`src/sv/tmfe_pkg.sv`:
```
// package for the text message feature extractor
// shared constants, command/status structs and byte codes; no dependencies
package tmfe_pkg;
    localparam int COUNT_BITS_DEF    = 24;
    localparam int FRACTION_BITS_DEF = 16;
    localparam int VALUE_BITS        = 40;
    localparam int NUM_FEATURES      = 11;
    localparam int INDEX_BITS        = 4;
    localparam logic [7:0] SHORT_MAX_RESET = 8'd2;

    localparam logic [7:0] CH_NEWLINE = 8'h0A;
    localparam logic [7:0] CH_TAB     = 8'h09;
    localparam logic [7:0] CH_SPACE   = 8'h20;
    localparam logic [7:0] CH_PERIOD  = 8'h2E;
    localparam logic [7:0] CH_QUEST   = 8'h3F;
    localparam logic [7:0] CH_EXCLAIM = 8'h21;
    localparam logic [7:0] CH_SEMI    = 8'h3B;
    localparam logic [7:0] CH_COMMA   = 8'h2C;

    localparam logic [INDEX_BITS-1:0] FEAT_LAST = 4'd10;

    // controller to datapath
    typedef struct packed {
        logic                  take_byte;   // accepted byte, update counters
        logic                  div_start;   // load operands for current feature
        logic                  div_step;    // one quotient bit
        logic                  clear;       // clear counters after message
        logic [INDEX_BITS-1:0] feature;     // feature being computed
    } tmfe_cmd_t;

    // datapath to controller
    typedef struct packed {
        logic div_done;
    } tmfe_status_t;
endpackage

```
`src/sv/tmfe_if.sv`:
```
// valid/ready channel interfaces for the feature extractor
// no dependencies
interface tmfe_in_if;
    logic       valid;
    logic       ready;
    logic [7:0] char_byte;
    logic       end_of_message;
    modport source (output valid, char_byte, end_of_message, input ready);
    modport sink (input valid, char_byte, end_of_message, output ready);
endinterface

interface tmfe_out_if;
    logic        valid;
    logic        ready;
    logic [3:0]  feature_index;
    logic [39:0] feature_value;
    logic        divide_by_zero;
    logic        last_feature;
    modport source (output valid, feature_index, feature_value, divide_by_zero,
                    last_feature, input ready);
    modport sink (input valid, feature_index, feature_value, divide_by_zero,
                  last_feature, output ready);
endinterface

interface tmfe_cfg_if;
    logic       valid;
    logic       ready;
    logic [7:0] data;
    modport source (output valid, data, input ready);
    modport sink (input valid, data, output ready);
endinterface

```
`src/sv/tmfe_datapath.sv`:
```
// counters, byte classifier and a restoring bit-serial divider
// depends on tmfe_pkg
module tmfe_datapath
    import tmfe_pkg::*;
#(
    parameter int COUNT_BITS    = COUNT_BITS_DEF,
    parameter int FRACTION_BITS = FRACTION_BITS_DEF
) (
    input  logic                    clk,
    input  logic                    rst_n,
    input  tmfe_cmd_t               cmd,
    output tmfe_status_t            status,
    input  logic [7:0]              char_byte,
    input  logic                    end_of_message,
    input  logic [7:0]              short_max,
    output logic [VALUE_BITS-1:0]   value,
    output logic                    dz
);
    localparam int NUM_BITS  = COUNT_BITS + FRACTION_BITS;   // dividend width
    localparam int STEP_BITS = $clog2(NUM_BITS + 1);
    localparam logic [COUNT_BITS-1:0] CMAX = {COUNT_BITS{1'b1}};
    localparam logic [VALUE_BITS-1:0] VMAX = {VALUE_BITS{1'b1}};

    logic [COUNT_BITS-1:0] chr_reg, let_reg, dig_reg, blk_reg, pun_reg, oth_reg;
    logic [COUNT_BITS-1:0] wrd_reg, shw_reg, sen_reg;
    logic [7:0]            wlen_reg;
    logic                  armed_reg;

    function automatic logic [COUNT_BITS-1:0] sat_inc(input logic [COUNT_BITS-1:0] c);
        return (c == CMAX) ? c : c + 1'b1;
    endfunction

    logic is_let, is_dig, is_blk, is_pun, is_nl, is_delim, sent_b;
    logic [COUNT_BITS-1:0] wrd_next, shw_next, sen_next;
    logic [7:0]            wlen_next;
    logic                  armed_next;

    always_comb
    begin
        is_nl  = char_byte == CH_NEWLINE;
        is_let = (char_byte >= 8'h41 && char_byte <= 8'h5A) ||
                 (char_byte >= 8'h61 && char_byte <= 8'h7A);
        is_dig = char_byte >= 8'h30 && char_byte <= 8'h39;
        is_blk = char_byte == CH_SPACE || char_byte == CH_TAB;
        is_pun = char_byte == CH_PERIOD || char_byte == CH_QUEST ||
                 char_byte == CH_EXCLAIM;
        is_delim = is_nl || char_byte == CH_SEMI || char_byte == CH_COMMA ||
                   char_byte == CH_SPACE || is_pun;
        // word closes on a delimiter or at end of message
        wlen_next = is_delim ? 8'd0 : ((wlen_reg == 8'hFF) ? wlen_reg : wlen_reg + 8'd1);
        wrd_next = wrd_reg;
        shw_next = shw_reg;
        if (is_delim && wlen_reg != 8'd0)
        begin
            wrd_next = sat_inc(wrd_reg);
            if (wlen_reg <= short_max)
                shw_next = sat_inc(shw_reg);
        end
        else if (!is_delim && end_of_message)
        begin
            wrd_next = sat_inc(wrd_reg);
            if (wlen_next <= short_max)
                shw_next = sat_inc(shw_reg);
        end
        armed_next = armed_reg;
        sen_next   = sen_reg;
        sent_b     = is_blk && armed_reg;
        if (sent_b)
        begin
            armed_next = 1'b0;
            sen_next   = sat_inc(sen_reg);
        end
        if (is_pun)
            armed_next = 1'b1;
        if (end_of_message && armed_next)
        begin
            armed_next = 1'b0;
            sen_next   = sat_inc(sen_next);
        end
    end

    always_ff @(posedge clk or negedge rst_n)
    begin
        if (!rst_n)
        begin
            chr_reg <= '0; let_reg <= '0; dig_reg <= '0; blk_reg <= '0;
            pun_reg <= '0; oth_reg <= '0; wrd_reg <= '0; shw_reg <= '0;
            sen_reg <= '0; wlen_reg <= '0; armed_reg <= 1'b0;
        end
        else if (cmd.clear)
        begin
            chr_reg <= '0; let_reg <= '0; dig_reg <= '0; blk_reg <= '0;
            pun_reg <= '0; oth_reg <= '0; wrd_reg <= '0; shw_reg <= '0;
            sen_reg <= '0; wlen_reg <= '0; armed_reg <= 1'b0;
        end
        else if (cmd.take_byte)
        begin
            chr_reg <= sat_inc(chr_reg);
            if (!is_nl)
            begin
                if (is_let)      let_reg <= sat_inc(let_reg);
                else if (is_dig) dig_reg <= sat_inc(dig_reg);
                else if (is_blk) blk_reg <= sat_inc(blk_reg);
                else if (is_pun) pun_reg <= sat_inc(pun_reg);
                else             oth_reg <= sat_inc(oth_reg);
            end
            wrd_reg   <= wrd_next;
            shw_reg   <= shw_next;
            sen_reg   <= sen_next;
            wlen_reg  <= end_of_message ? 8'd0 : wlen_next;
            armed_reg <= armed_next;
        end
    end

    // operand select for the current feature
    logic [COUNT_BITS-1:0] num_sel, den_sel;
    logic                  is_ratio;
    always_comb
    begin
        num_sel  = chr_reg;
        den_sel  = chr_reg;
        is_ratio = 1'b1;
        case (cmd.feature)
            4'd0: num_sel = let_reg;
            4'd1: num_sel = dig_reg;
            4'd2: num_sel = blk_reg;
            4'd3: num_sel = pun_reg;
            4'd4: num_sel = oth_reg;
            4'd5: begin num_sel = chr_reg; is_ratio = 1'b0; end
            4'd6: begin num_sel = wrd_reg; is_ratio = 1'b0; end
            4'd7: begin num_sel = shw_reg; is_ratio = 1'b0; end
            4'd8: begin num_sel = let_reg; den_sel = wrd_reg; end
            4'd9: begin num_sel = chr_reg; den_sel = sen_reg; end
            4'd10: begin num_sel = wrd_reg; den_sel = sen_reg; end
            default: is_ratio = 1'b0;
        endcase
    end

    // restoring divider, one quotient bit per cycle; count features pass as den 1
    logic [NUM_BITS-1:0]   quo_reg;
    logic [COUNT_BITS:0]   rem_reg;
    logic [COUNT_BITS-1:0] den_reg;
    logic [STEP_BITS-1:0]  steps_reg;
    logic                  dz_reg;
    logic [COUNT_BITS:0]   trial;

    assign trial = {rem_reg[COUNT_BITS-1:0], quo_reg[NUM_BITS-1]};

    always_ff @(posedge clk or negedge rst_n)
    begin
        if (!rst_n)
            steps_reg <= '0;
        else if (cmd.div_start)
            steps_reg <= STEP_BITS'(NUM_BITS);
        else if (cmd.div_step && steps_reg != '0)
            steps_reg <= steps_reg - 1'b1;
    end

    always_ff @(posedge clk)
    begin
        if (cmd.div_start)
        begin
            quo_reg <= {num_sel, {FRACTION_BITS{1'b0}}};
            rem_reg <= '0;
            den_reg <= is_ratio ? den_sel : COUNT_BITS'(1);
            dz_reg  <= is_ratio && den_sel == '0;
        end
        else if (cmd.div_step && steps_reg != '0)
        begin
            if (trial >= {1'b0, den_reg})
            begin
                rem_reg <= trial - {1'b0, den_reg};
                quo_reg <= {quo_reg[NUM_BITS-2:0], 1'b1};
            end
            else
            begin
                rem_reg <= trial;
                quo_reg <= {quo_reg[NUM_BITS-2:0], 1'b0};
            end
        end
    end

    assign status.div_done = steps_reg == '0;
    assign dz = dz_reg;

    generate
        if (NUM_BITS > VALUE_BITS)
        begin : g_sat
            assign value = dz_reg ? VMAX :
                ((quo_reg[NUM_BITS-1:VALUE_BITS] != '0) ? VMAX
                                                        : quo_reg[VALUE_BITS-1:0]);
        end
        else
        begin : g_nosat
            assign value = dz_reg ? VMAX : VALUE_BITS'(quo_reg);
        end
    endgenerate
endmodule

```
`src/sv/tmfe_ctrl.sv`:
```
// controller state machine: byte intake, per-feature divide, result handoff
// depends on tmfe_pkg
module tmfe_ctrl
    import tmfe_pkg::*;
(
    input  logic                  clk,
    input  logic                  rst_n,
    input  logic                  in_valid,
    input  logic                  in_last,
    output logic                  in_ready,
    output logic                  out_valid,
    input  logic                  out_ready,
    output logic [INDEX_BITS-1:0] out_index,
    output tmfe_cmd_t             cmd,
    input  tmfe_status_t          status
);
    typedef enum logic [1:0] {S_IDLE, S_START, S_DIV, S_OUT} state_t;

    state_t                state_reg;
    logic [INDEX_BITS-1:0] feat_reg;
    logic                  take;

    assign in_ready  = state_reg == S_IDLE;
    assign take      = in_valid && in_ready;
    assign out_valid = state_reg == S_OUT;
    assign out_index = feat_reg;

    always_comb
    begin
        cmd           = '0;
        cmd.take_byte = take;
        cmd.feature   = feat_reg;
        cmd.div_start = state_reg == S_START;
        cmd.div_step  = state_reg == S_DIV;
        cmd.clear     = state_reg == S_OUT && out_ready && feat_reg == FEAT_LAST;
    end

    always_ff @(posedge clk or negedge rst_n)
    begin
        if (!rst_n)
        begin
            state_reg <= S_IDLE;
            feat_reg  <= '0;
        end
        else
        begin
            case (state_reg)
                S_IDLE:
                    if (take && in_last)
                    begin
                        feat_reg  <= '0;
                        state_reg <= S_START;
                    end
                S_START: state_reg <= S_DIV;
                S_DIV:   if (status.div_done) state_reg <= S_OUT;
                S_OUT:
                    if (out_ready)
                    begin
                        if (feat_reg == FEAT_LAST)
                            state_reg <= S_IDLE;
                        else
                        begin
                            feat_reg  <= feat_reg + 1'b1;
                            state_reg <= S_START;
                        end
                    end
                default: state_reg <= S_IDLE;
            endcase
        end
    end

    a_no_in_while_out: assert property (@(posedge clk) disable iff (!rst_n)
        out_valid |-> !in_ready) else $error("input taken during output");
    a_feat_range: assert property (@(posedge clk) disable iff (!rst_n)
        feat_reg <= FEAT_LAST) else $error("feature index out of range");
    a_out_hold: assert property (@(posedge clk) disable iff (!rst_n)
        out_valid && !out_ready |=> out_valid && $stable(feat_reg))
        else $error("result dropped");
endmodule

```
`src/sv/text_message_feature_extractor.sv`:
```
// top level of the text message feature extractor
// depends on tmfe_pkg, tmfe_if, tmfe_ctrl, tmfe_datapath
//
// Bytes enter one per cycle while the controller is idle and only update
// saturating counters. The byte that carries end_of_message starts the feature
// phase: input is held off while eleven results come out in index order, each
// from a shared restoring divider that produces one quotient bit per cycle.
// Each feature passes a load state, a divide state that runs until the divider
// is done, and an output state that holds the item until it is taken; the next
// byte is taken only after the last feature has been handed over.
// Ratios are truncated, saturated to 2^40-1, and flagged on a zero divisor.
module text_message_feature_extractor
    import tmfe_pkg::*;
#(
    parameter int COUNT_BITS    = COUNT_BITS_DEF,
    parameter int FRACTION_BITS = FRACTION_BITS_DEF
) (
    input logic       clk,
    input logic       rst_n,
    tmfe_in_if.sink   in_ch,
    tmfe_out_if.source out_ch,
    tmfe_cfg_if.sink  cfg
);
    tmfe_cmd_t    cmd;
    tmfe_status_t status;
    logic [7:0]   short_max_reg;

    // config register, always writable
    assign cfg.ready = 1'b1;
    always_ff @(posedge clk or negedge rst_n)
    begin
        if (!rst_n)
            short_max_reg <= SHORT_MAX_RESET;
        else if (cfg.valid)
            short_max_reg <= cfg.data;
    end

    tmfe_ctrl u_ctrl (
        .clk       (clk),
        .rst_n     (rst_n),
        .in_valid  (in_ch.valid),
        .in_last   (in_ch.end_of_message),
        .in_ready  (in_ch.ready),
        .out_valid (out_ch.valid),
        .out_ready (out_ch.ready),
        .out_index (out_ch.feature_index),
        .cmd       (cmd),
        .status    (status)
    );

    tmfe_datapath #(
        .COUNT_BITS    (COUNT_BITS),
        .FRACTION_BITS (FRACTION_BITS)
    ) u_dp (
        .clk            (clk),
        .rst_n          (rst_n),
        .cmd            (cmd),
        .status         (status),
        .char_byte      (in_ch.char_byte),
        .end_of_message (in_ch.end_of_message),
        .short_max      (short_max_reg),
        .value          (out_ch.feature_value),
        .dz             (out_ch.divide_by_zero)
    );

    // last flag follows the index
    assign out_ch.last_feature = out_ch.feature_index == FEAT_LAST;
endmodule
```
`src/flat_wrapper.sv`:
```
// flat-port wrapper written by rule: the top's interface ports become plain ports
module text_message_feature_extractor_flat import tmfe_pkg::*;
#(
    parameter int COUNT_BITS    = COUNT_BITS_DEF,
    parameter int FRACTION_BITS = FRACTION_BITS_DEF
)
  (clk, rst_n, in_ch_valid, in_ch_char_byte, in_ch_end_of_message, in_ch_ready, out_ch_valid, out_ch_feature_index, out_ch_feature_value, out_ch_divide_by_zero, out_ch_last_feature, out_ch_ready, cfg_valid, cfg_data, cfg_ready);
  tmfe_in_if in_ch_i ();
  tmfe_out_if out_ch_i ();
  tmfe_cfg_if cfg_i ();
  input logic clk;
  input logic rst_n;
  input wire logic [$bits(in_ch_i.valid)-1:0] in_ch_valid;
  input wire logic [$bits(in_ch_i.char_byte)-1:0] in_ch_char_byte;
  input wire logic [$bits(in_ch_i.end_of_message)-1:0] in_ch_end_of_message;
  output wire logic [$bits(in_ch_i.ready)-1:0] in_ch_ready;
  output wire logic [$bits(out_ch_i.valid)-1:0] out_ch_valid;
  output wire logic [$bits(out_ch_i.feature_index)-1:0] out_ch_feature_index;
  output wire logic [$bits(out_ch_i.feature_value)-1:0] out_ch_feature_value;
  output wire logic [$bits(out_ch_i.divide_by_zero)-1:0] out_ch_divide_by_zero;
  output wire logic [$bits(out_ch_i.last_feature)-1:0] out_ch_last_feature;
  input wire logic [$bits(out_ch_i.ready)-1:0] out_ch_ready;
  input wire logic [$bits(cfg_i.valid)-1:0] cfg_valid;
  input wire logic [$bits(cfg_i.data)-1:0] cfg_data;
  output wire logic [$bits(cfg_i.ready)-1:0] cfg_ready;
  assign in_ch_i.valid = in_ch_valid;
  assign in_ch_i.char_byte = in_ch_char_byte;
  assign in_ch_i.end_of_message = in_ch_end_of_message;
  assign in_ch_ready = in_ch_i.ready;
  assign out_ch_valid = out_ch_i.valid;
  assign out_ch_feature_index = out_ch_i.feature_index;
  assign out_ch_feature_value = out_ch_i.feature_value;
  assign out_ch_divide_by_zero = out_ch_i.divide_by_zero;
  assign out_ch_last_feature = out_ch_i.last_feature;
  assign out_ch_i.ready = out_ch_ready;
  assign cfg_i.valid = cfg_valid;
  assign cfg_i.data = cfg_data;
  assign cfg_ready = cfg_i.ready;
  text_message_feature_extractor #(.COUNT_BITS(COUNT_BITS), .FRACTION_BITS(FRACTION_BITS)) u_core (.clk(clk), .rst_n(rst_n), .in_ch(in_ch_i), .out_ch(out_ch_i), .cfg(cfg_i));
endmodule
```
`config.mk`:
```
export PLATFORM = sky130hd
export DESIGN_NAME = text_message_feature_extractor_flat
export DESIGN_NICKNAME = d
export VERILOG_FILES = /design/src/sv/tmfe_pkg.sv /design/src/sv/tmfe_if.sv /design/src/sv/tmfe_datapath.sv /design/src/sv/tmfe_ctrl.sv /design/src/sv/text_message_feature_extractor.sv /design/src/flat_wrapper.sv
export SDC_FILE = /design/constraint.sdc
export NUM_CORES = 1
export LEC_CHECK = 0
export BUFFER_PORTS_ARGS = -buffer_cell sky130_fd_sc_hd__buf_2
export CAP_MARGIN = 20
export CORE_ASPECT_RATIO = 1.25
export CORE_MARGIN = 4
export CORE_UTILIZATION = 57
export CTS_BUF_LIST = sky130_fd_sc_hd__clkbuf_8 sky130_fd_sc_hd__clkbuf_16
export CTS_CLUSTER_DIAMETER = 100
export DETAILED_ROUTE_END_ITERATION = 10
export HOLD_SLACK_MARGIN = 0.05
export PLACE_DENSITY_LB_ADDON = 0.12
export SETUP_SLACK_MARGIN = 0.3
export SYNTH_ARGS = -nofsm -noshare
export SYNTH_HDL_FRONTEND = slang
export SYNTH_HIERARCHICAL = 1
export SYNTH_SLANG_ARGS = --single-unit
```
`constraint.sdc`:
```
create_clock -name clk -period 3.6 [get_ports clk]
set_clock_uncertainty 0.1 [all_clocks]
set_input_delay 0.36 -clock clk [delete_from_list [all_inputs] [get_ports clk]]
set_output_delay 0.36 -clock clk [all_outputs]
set_load 0.005 [all_outputs]
```
==> results of run 1 <==
-- cells in the final DEF (no fill, tap or decap), drive strengths merged, types with 12 or more instances in the layout --
| cell type | instances |
|---|---|
| nor4 | 24 |
| a222oi | 24 |
| xnor2 | 84 |
| clkbuf | 41 |
| dfrtp | 244 |
| or2 | 46 |
| mux2 | 15 |
| or3 | 36 |
| nand2 | 275 |
| o21ai | 100 |
| nand2b | 16 |
| nand4 | 76 |
| a21oi | 97 |
| nor2b | 24 |
| dfxtp | 40 |
| nor2 | 339 |
| a221oi | 34 |
| and4 | 20 |
| and2 | 17 |
| a211oi | 29 |
| buf | 256 |
| and3 | 33 |
| xor2 | 114 |
| a22o | 22 |
| nor3 | 69 |
| nand3 | 95 |
| edfxtp | 49 |
| inv | 87 |
| a31oi | 12 |
| ha | 61 |
| a22oi | 28 |
-- worst reg2reg max path, cell delays in order, from the launching register on --
cell and delay [ns]:
dfrtp_2 0.45, nand3_4 0.15, nor3_4 0.30, a31o_4 0.23
buf_12 0.11, xnor2_2 0.10, ha_2 0.21, nand2_2 0.05
a211o_1 0.32, nor4_4 0.36, buf_4 0.18, a311oi_1 0.09
buf_4 0.20, a31oi_4 0.13, xor2_1 0.19, nor2_1 0.07
-- synthesized netlist by cell type, types with 40 or more instances --
| master | number |
|---|---|
| nand4_1 | 76 |
| nor3_1 | 61 |
| nor2_1 | 338 |
| inv_1 | 79 |
| xor2_1 | 114 |
| dfxtp_1 | 40 |
| xnor2_1 | 83 |
| o21ai_0 | 95 |
| nand3_1 | 93 |
| edfxtp_1 | 49 |
| a21oi_1 | 97 |
| ha_1 | 61 |
| clkbuf_1 | 98 |
| dfrtp_1 | 244 |
| or2_2 | 46 |
| nand2_1 | 275 |
-- layout make-up --
| cell class | count | share of cell area |
|---|---|---|
| Clock buffer | 41 | 0.0395 |
| Inverter | 80 | 0.0122 |
| Sequential cell | 334 | 0.343 |
| Clock inverter | 23 | 0.00801 |
| Timing Repair Buffer | 265 | 0.0804 |
| Tap cell | 474 | 0.0242 |
| Multi-Input combinational cell | 1828 | 0.493 |
-- through the flow --
step	setup TNS (ns)	utilization	hold slack (ns)	instances
5_1_grt	0	0.690	0.117	3045
3_3_place_gp	-0.0152	0.631	0.295	2938
4_1_cts	0	0.673	0.117	3021
2_1_floorplan	0	-	-0.0356	2372
6_report	0	0.690	0.112	3045
3_5_place_dp	-0.166	0.631	0.297	2939
-- cells by family (layout without fill, tap and decap cells) --
family / count (synthesis) / in the layout / share of synthesized area
simple gates: 1103 / 1103 / 0.263
compound gates: 438 / 438 / 0.150
flops: 334 / 334 / 0.407
buf+inv: 210 / 409 / 0.0425
xor+xnor: 198 / 198 / 0.0843
fa+ha+maj: 62 / 62 / 0.0379
mux: 26 / 26 / 0.0150
other cells: 1 / 1 / 0.000182
-- metal layers --
metal / global-route usage / wire [microns]
met4: 0.114 / 2720
met1: 0.402 / 24700
met3: 0.0469 / 4230
met5: 0 / 0
met2: 0.503 / 29700
-- how the worst max path moves through the flow --
| stage | start | endpoint | slack (ns) |
|---|---|---|---|
| finish | u_core/u_dp/sen_reg[17]$_DFFE_PN0N_ | u_core/u_dp/sen_reg[6]$_DFFE_PN0N_ | 0.21 |
| floorplan | u_core/u_dp/sen_reg[1]$_DFFE_PN0N_ | u_core/u_dp/sen_reg[3]$_DFFE_PN0N_ | 0.27 |
| CTS | u_core/u_dp/sen_reg[1]$_DFFE_PN0N_ | u_core/u_dp/sen_reg[18]$_DFFE_PN0N_ | 0.26 |
| detailed placement | in_ch_char_byte[6] | u_core/u_dp/shw_reg[17]$_DFFE_PN0P_ | -0.05 |
| global route | u_core/u_dp/wlen_reg[1]$_DFFE_PN0N_ | u_core/u_dp/shw_reg[15]$_DFFE_PN0P_ | 0.06 |
| global placement | u_core/u_dp/sen_reg[17]$_DFFE_PN0N_ | u_core/u_dp/sen_reg[22]$_DFFE_PN0N_ | -0.02 |
-- report_power, final --
group / switching (W) / leakage [nW] / internal (W)
clock network: 0.00155 / 0.597 / 0.00215
logic: 0.00323 / 5.86 / 0.00215
registers: 0.000431 / 4.16 / 0.00447
-- repair_timing --
action | in CTS | in global routing
pin swaps | 10 | 49
setup buffers | 9 | 24
hold buffers | 9 | 0
hold endpoints to repair | 87 | 0
endpoints found under the setup margin | 83 | 118
resized for setup | 36 | 97
==> summary.txt, run 1 <==
Reg clk slew, reported paths: 0.07 ns
CP top delay family: simple AND/OR/NAND/NOR gates
Leak: 10.6 nW
Synth Flop Type: dfrtp_1
Crit path largest cell delay: 0.45 ns
max reg flops: 40
number of synthesized register bits: 334
maximum buffer depth of the clock tree: 3
Hold Path Cell Cnt: 3
Worst slew margin: 0.371
area occupied by multi-input gates: 12100 sq um
Synth Instances: 2372
DRT Wirelength: 61300 microns
Final HPWL DP: 44300 microns
post-layout min period: 3.39 ns
Die Y: 221 microns
Max rail drop VDD: 0.000365 V
Seq. cell area: 8410 sq um
Avg Inst Size Synth: 8.71 sq um
synthesized area: 20700 sq um
fin crit share: 0.941
Hold Path Sink: u_core/u_dp/sen_reg[18]$_DFFE_PN0N_
Placer Congestion: 0.943
Worst R2R End: u_core/u_dp/sen_reg[6]$_DFFE_PN0N_
fillers: 2910
nets: 2629
Inserted Diodes: 0
placed inst area: 22400 sq um
flop-to-flop setup slack: 0.21 ns
root buf cell: clkbuf_16
Worst Tran Pin Value: 0.943 ns
Crit Path Max Fanout: 5
Worst setup SP type: flop
most numerous cell on the critical path: buf_4
first-pass GRT wire length: 97100 microns
number of global-route vias before repair: 18161
synth unique cells: 101
DR vias/cell: 6.18
Slowest cell on crit path: dfrtp_2
Horiz. Die Dim: 178 microns
status: finished, final reports clean
# setup viols final: 0
clk_lat worst skew: 0.54 ns
fmax: 295 MHz
Pre-antenna DRT Iters: 7
CP cell instances: nand3_4 -> nor3_4 -> a31o_4 -> buf_12 -> xnor2_2 -> ha_2 -> nand2_2 -> a211o_1 -> nor4_4 -> buf_4 -> a311oi_1 -> buf_4 -> a31oi_4 -> xor2_1 -> nor2_1
total clock sinks: 334
Final Cell Area: 24500 sq um
critical path depth in cells: 15
Synth area leader: dfrtp_1
EDFF count, synth: 49
CTS tree: done
grt total ovfl: 0
Synthesis Warnings: 6
Detail Route Antenna Nets: 0
IO buf count: 69
Rows: 77
layout cells sized above 1: 0.200
asr flop ratio synth: 0.734
IO Count: 71
Seq/Total Area, Yosys: 0.407
critical path type: reg -> reg
hold violation total from the final report: 0
Area growth, synth to finish: 18.7%
Core Region: 35600 sq um
Slew Viols, Final: 0
Reg-to-Reg Start: u_core/u_dp/sen_reg[17]$_DFFE_PN0N_
CP Buf/Inv Count: 3
R2R depth: 15
largest net degree at the start of global routing: 86
overall power: 0.0140 W
power per cell area: 570 nW/um^2
Hold Crit Class: in -> reg
Total Routing Usage GR: 0.303
maxcap violations: 0
initial drt markers: 1838
Worst setup EP type: flop
Initial Util: 0.581
share of the synthesized area in the top cell type: 0.296
Hold Crit Start: in_ch_valid
H-tree depth: 2
pre-CTS WS: -0.0494 ns
post-synthesis net count: 2456
top cells by area, synth: dfrtp_1 30%, edfxtp_1 7.1%, nor2_1 6.1%
RSZ-0062 raised after global routing: true
DRC Markers: 0
CP required: 3.90 ns
full die area: 39400 sq um
Vias: 18829
final setup margin: 0.213 ns
crit path DAT: 3.69 ns
DR WL/cell: 20.1 microns
initial antenna violation count: 0
CTS Buf Count: 36
No activity file was read; power rests on OpenSTA's default activity.
==> run 2: changes to the inputs <==
ABC_AREA = 1   (was default)
CORE_UTILIZATION = 58   (was 57)
==> summary.txt, run 2 <==
status: finished, final reports clean (unchanged)
Placer Congestion: 1.07 (was 0.943)
share of the synthesized area in the top cell type: 0.273 (was 0.296)
count leader, synth: nand2_1 (was nor2_1)
root buf cell: clkbuf_16 (unchanged)
asr flop ratio synth: 0.734 (unchanged)
Crit Path Max Fanout: 18 (was 5)
Leak: 11.5 nW (was 10.6 nW)
CP Buf/Inv Count: 1 (was 3)
nets: 3390 (was 2629)
clk_lat worst skew: 0.57 ns (was 0.54 ns)
Hold Crit Class: in -> reg (unchanged)
first-pass GRT wire length: 119000 microns (was 97100 microns)
most frequent cells in the layout: 747 x nand2_1, 450 x inv_1, 264 x nor2_1 (was 330 x nor2_1, 271 x nand2_1, 239 x dfrtp_1)
setup tns final: 0 ns (unchanged)
crit path DAT: 3.58 ns (was 3.69 ns)
grt total ovfl: 0 (unchanged)
IO Count: 71 (unchanged)
Synth Flop Type: dfrtp_1 (unchanged)
CP cell instances: nand2_1 -> nor2_1 -> inv_1 -> o22ai_1 -> a2111oi_0 -> o21ai_0 -> nand2_1 -> o21ai_0 (was nand3_4 -> nor3_4 -> a31o_4 -> buf_12 -> xnor2_2 -> ha_2 -> nand2_2 -> a211o_1 -> nor4_4 -> buf_4 -> a311oi_1 -> buf_4 -> a31oi_4 -> xor2_1 -> nor2_1)
Total Routing Usage GR: 0.356 (was 0.303)
Horiz. Die Dim: 184 microns (was 178 microns)
Final HPWL DP: 58200 microns (was 44300 microns)
Die Y: 227 microns (was 221 microns)
initial antenna violation count: 0 (unchanged)
largest net degree at the start of global routing: 81 (was 86)
fin crit share: 0.937 (was 0.941)
post-synthesis net count: 3254 (was 2456)
maximum buffer depth of the clock tree: 3 (unchanged)
Worst Tran Pin Value: 1.15 ns (was 0.943 ns)
Worst setup EP type: flop (unchanged)
Worst setup SP type: flop (unchanged)
post-layout min period: 3.37 ns (was 3.39 ns)
EDFF count, synth: 49 (unchanged)
Slew Viols, Final: 0 (unchanged)
Synth area leader: dfrtp_1 (unchanged)
Core Region: 38100 sq um (was 35600 sq um)
Reg clk slew, reported paths: 0.06 ns (was 0.07 ns)
IO buf count: 69 (unchanged)
H-tree depth: 2 (unchanged)
Pre-antenna DRT Iters: 8 (was 7)
Initial Util: 0.586 (was 0.581)
Slowest cell on crit path: a2111oi_0 (was dfrtp_2)
Area growth, synth to finish: 14.0% (was 18.7%)
Hold Path Cell Cnt: 4 (was 3)
CTS Buf Count: 39 (was 36)
hold violation total from the final report: 0 (unchanged)
DR WL/cell: 20.1 microns (about the same)
maxcap violations: 0 (unchanged)
synthesized area: 22400 sq um (was 20700 sq um)
Inserted Diodes: 0 (unchanged)
overall power: 0.0154 W (was 0.0140 W)
Synth top cells by count: 751 x nand2_1, 442 x inv_1, 278 x nor2_1, 244 x dfrtp_1, 201 x nand3_1 (was 338 x nor2_1, 275 x nand2_1, 244 x dfrtp_1, 114 x xor2_1, 98 x clkbuf_1)
Vias: 23542 (was 18829)
Avg Inst Size Synth: 7.05 sq um (was 8.71 sq um)
critical path type: reg -> reg (unchanged)
CP top delay family: compound AO/OA/AOI/OAI gates (was simple AND/OR/NAND/NOR gates)
layout cells sized above 1: 0.0999 (was 0.200)
R2R depth: 8 (was 15)
Worst slew margin: 0.217 (was 0.371)
CP required: 3.81 ns (was 3.90 ns)
number of global-route vias before repair: 22317 (was 18161)
critical path depth in cells: 8 (was 15)
# setup viols final: 0 (unchanged)
RSZ-0062 raised after global routing: true (unchanged)
initial drt markers: 2186 (was 1838)
DRC Markers: 0 (unchanged)
top cells by area, synth: dfrtp_1 27%, nand2_1 13%, inv_1 7.4% (was dfrtp_1 30%, edfxtp_1 7.1%, nor2_1 6.1%)
fmax: 297 MHz (was 295 MHz)
Detail Route Antenna Nets: 0 (unchanged)
Crit path largest cell delay: 0.93 ns (was 0.45 ns)
full die area: 41800 sq um (was 39400 sq um)
commonest non-fill, non-tap cell in the layout: nand2_1 (was nor2_1)
Seq/Total Area, Yosys: 0.376 (was 0.407)
Final Util: 0.668 (was 0.690)
DRT Wirelength: 76800 microns (was 61300 microns)
Synthesis Warnings: 6 (unchanged)
total clock sinks: 334 (unchanged)
Synth Instances: 3170 (was 2372)
power per cell area: 604 nW/um^2 (was 570 nW/um^2)
number of synthesized register bits: 334 (unchanged)
DR vias/cell: 6.15 (was 6.18)
Rows: 80 (was 77)
synth unique cells: 60 (was 101)
CTS tree: done (unchanged)
max reg flops: 40 (unchanged)
Max rail drop VDD: 0.000379 V (was 0.000365 V)
## run 2: cell types whose count changed in the layout (fill, tap and decap cells not counted), sizes merged, moves of 41 or more
cell / delta
xor2: -45
o21ai: +108
or2: -41
o22ai: +103
xnor2: -73
nand3: +113
nand2: +486
inv: +381
nor2: -44
buf: -83
a21oi: +61
## run 2: what timing repair did
item                                   CTS  global route
pin swaps                                1            14
buffers inserted                         2            12
hold buffers                            17             0
gates resized for setup                  7            57
cloned                                   0             4
endpoints found under the hold margin   81             0
setup endpoints to repair               66            74
## run 2: logic make-up (layout without fill, tap and decap cells)
family,Yosys count,count (layout),synth area share
xor+xnor,80,80,0.0313
simple gates,1518,1519,0.298
flops,334,334,0.376
other cells,1,1,0.000168
fa+ha+maj,62,62,0.0350
buf+inv,560,723,0.0974
compound gates,615,615,0.162
## run 2: stage by stage
stage / setup slack [ns] / cell area [sq um] / instances / hold slack, ns
2_1_floorplan: 0.476 / 22400 / 3170 / -0.0356
3_3_place_gp: -0.0150 / 23600 / 3719 / 0.288
3_5_place_dp: -0.119 / 23600 / 3720 / 0.280
4_1_cts: 0.280 / 25100 / 3808 / 0.0662
5_1_grt: 0.114 / 25500 / 3826 / 0.164
6_report: 0.228 / 25500 / 3826 / 0.137
## run 2: path summary, 6_finish.rpt
kind | to | slack (ns) | start
max reg2reg | u_core/u_dp/quo_reg[18]$_DFFE_PP_ | 0.23 | u_core/u_ctrl/out_index[1]$_DFFE_PN0P_
min in group asynchronous | u_core/u_dp/steps_reg[0]$_DFFE_PN0P_ | 0.26 | rst_n
min | u_core/short_max_reg[3]$_DFFE_PN0P_ | 0.14 | cfg_valid
max | u_core/u_dp/quo_reg[18]$_DFFE_PP_ | 0.23 | u_core/u_ctrl/out_index[1]$_DFFE_PN0P_
min reg2reg | u_core/u_dp/rem_reg[20]$_SDFFE_PP0P_ | 0.37 | u_core/u_dp/rem_reg[20]$_SDFFE_PP0P_
max in group asynchronous | u_core/u_dp/blk_reg[8]$_DFFE_PN0P_ | 2.20 | rst_n
## run 2: routing by layer
metal  wire length, microns  GRT usage
met5                      0          0
met1                  29800      0.444
met3                   5720     0.0471
met2                  36000      0.598
met4                   5270      0.203
## run 2: layout make-up
cell class                      instances  area, sq um
Multi-Input combinational cell       2277        12000
Clock inverter                         26          213
Sequential cell                       334         8410
Clock buffer                           43         1030
Fill cell                            3356        12700
Timing Repair Buffer                  194         1490
Tap cell                              492          616
Inverter                              460         1730
## run 2: where the power goes
part	total (W)	internal [W]	switching, W
combinational	0.00594	0.00193	0.00400
sequential	0.00554	0.00478	0.000755
clock	0.00390	0.00222	0.00168
## run 2: worst reg2reg max path: stages (launching register included)
cell and delay [ns]:
dfrtp_2 0.47, nand2_1 0.15, nor2_1 0.11, inv_1 0.46, o22ai_1 0.24, a2111oi_0 0.93, o21ai_0 0.42, nand2_1 0.14
o21ai_0 0.08
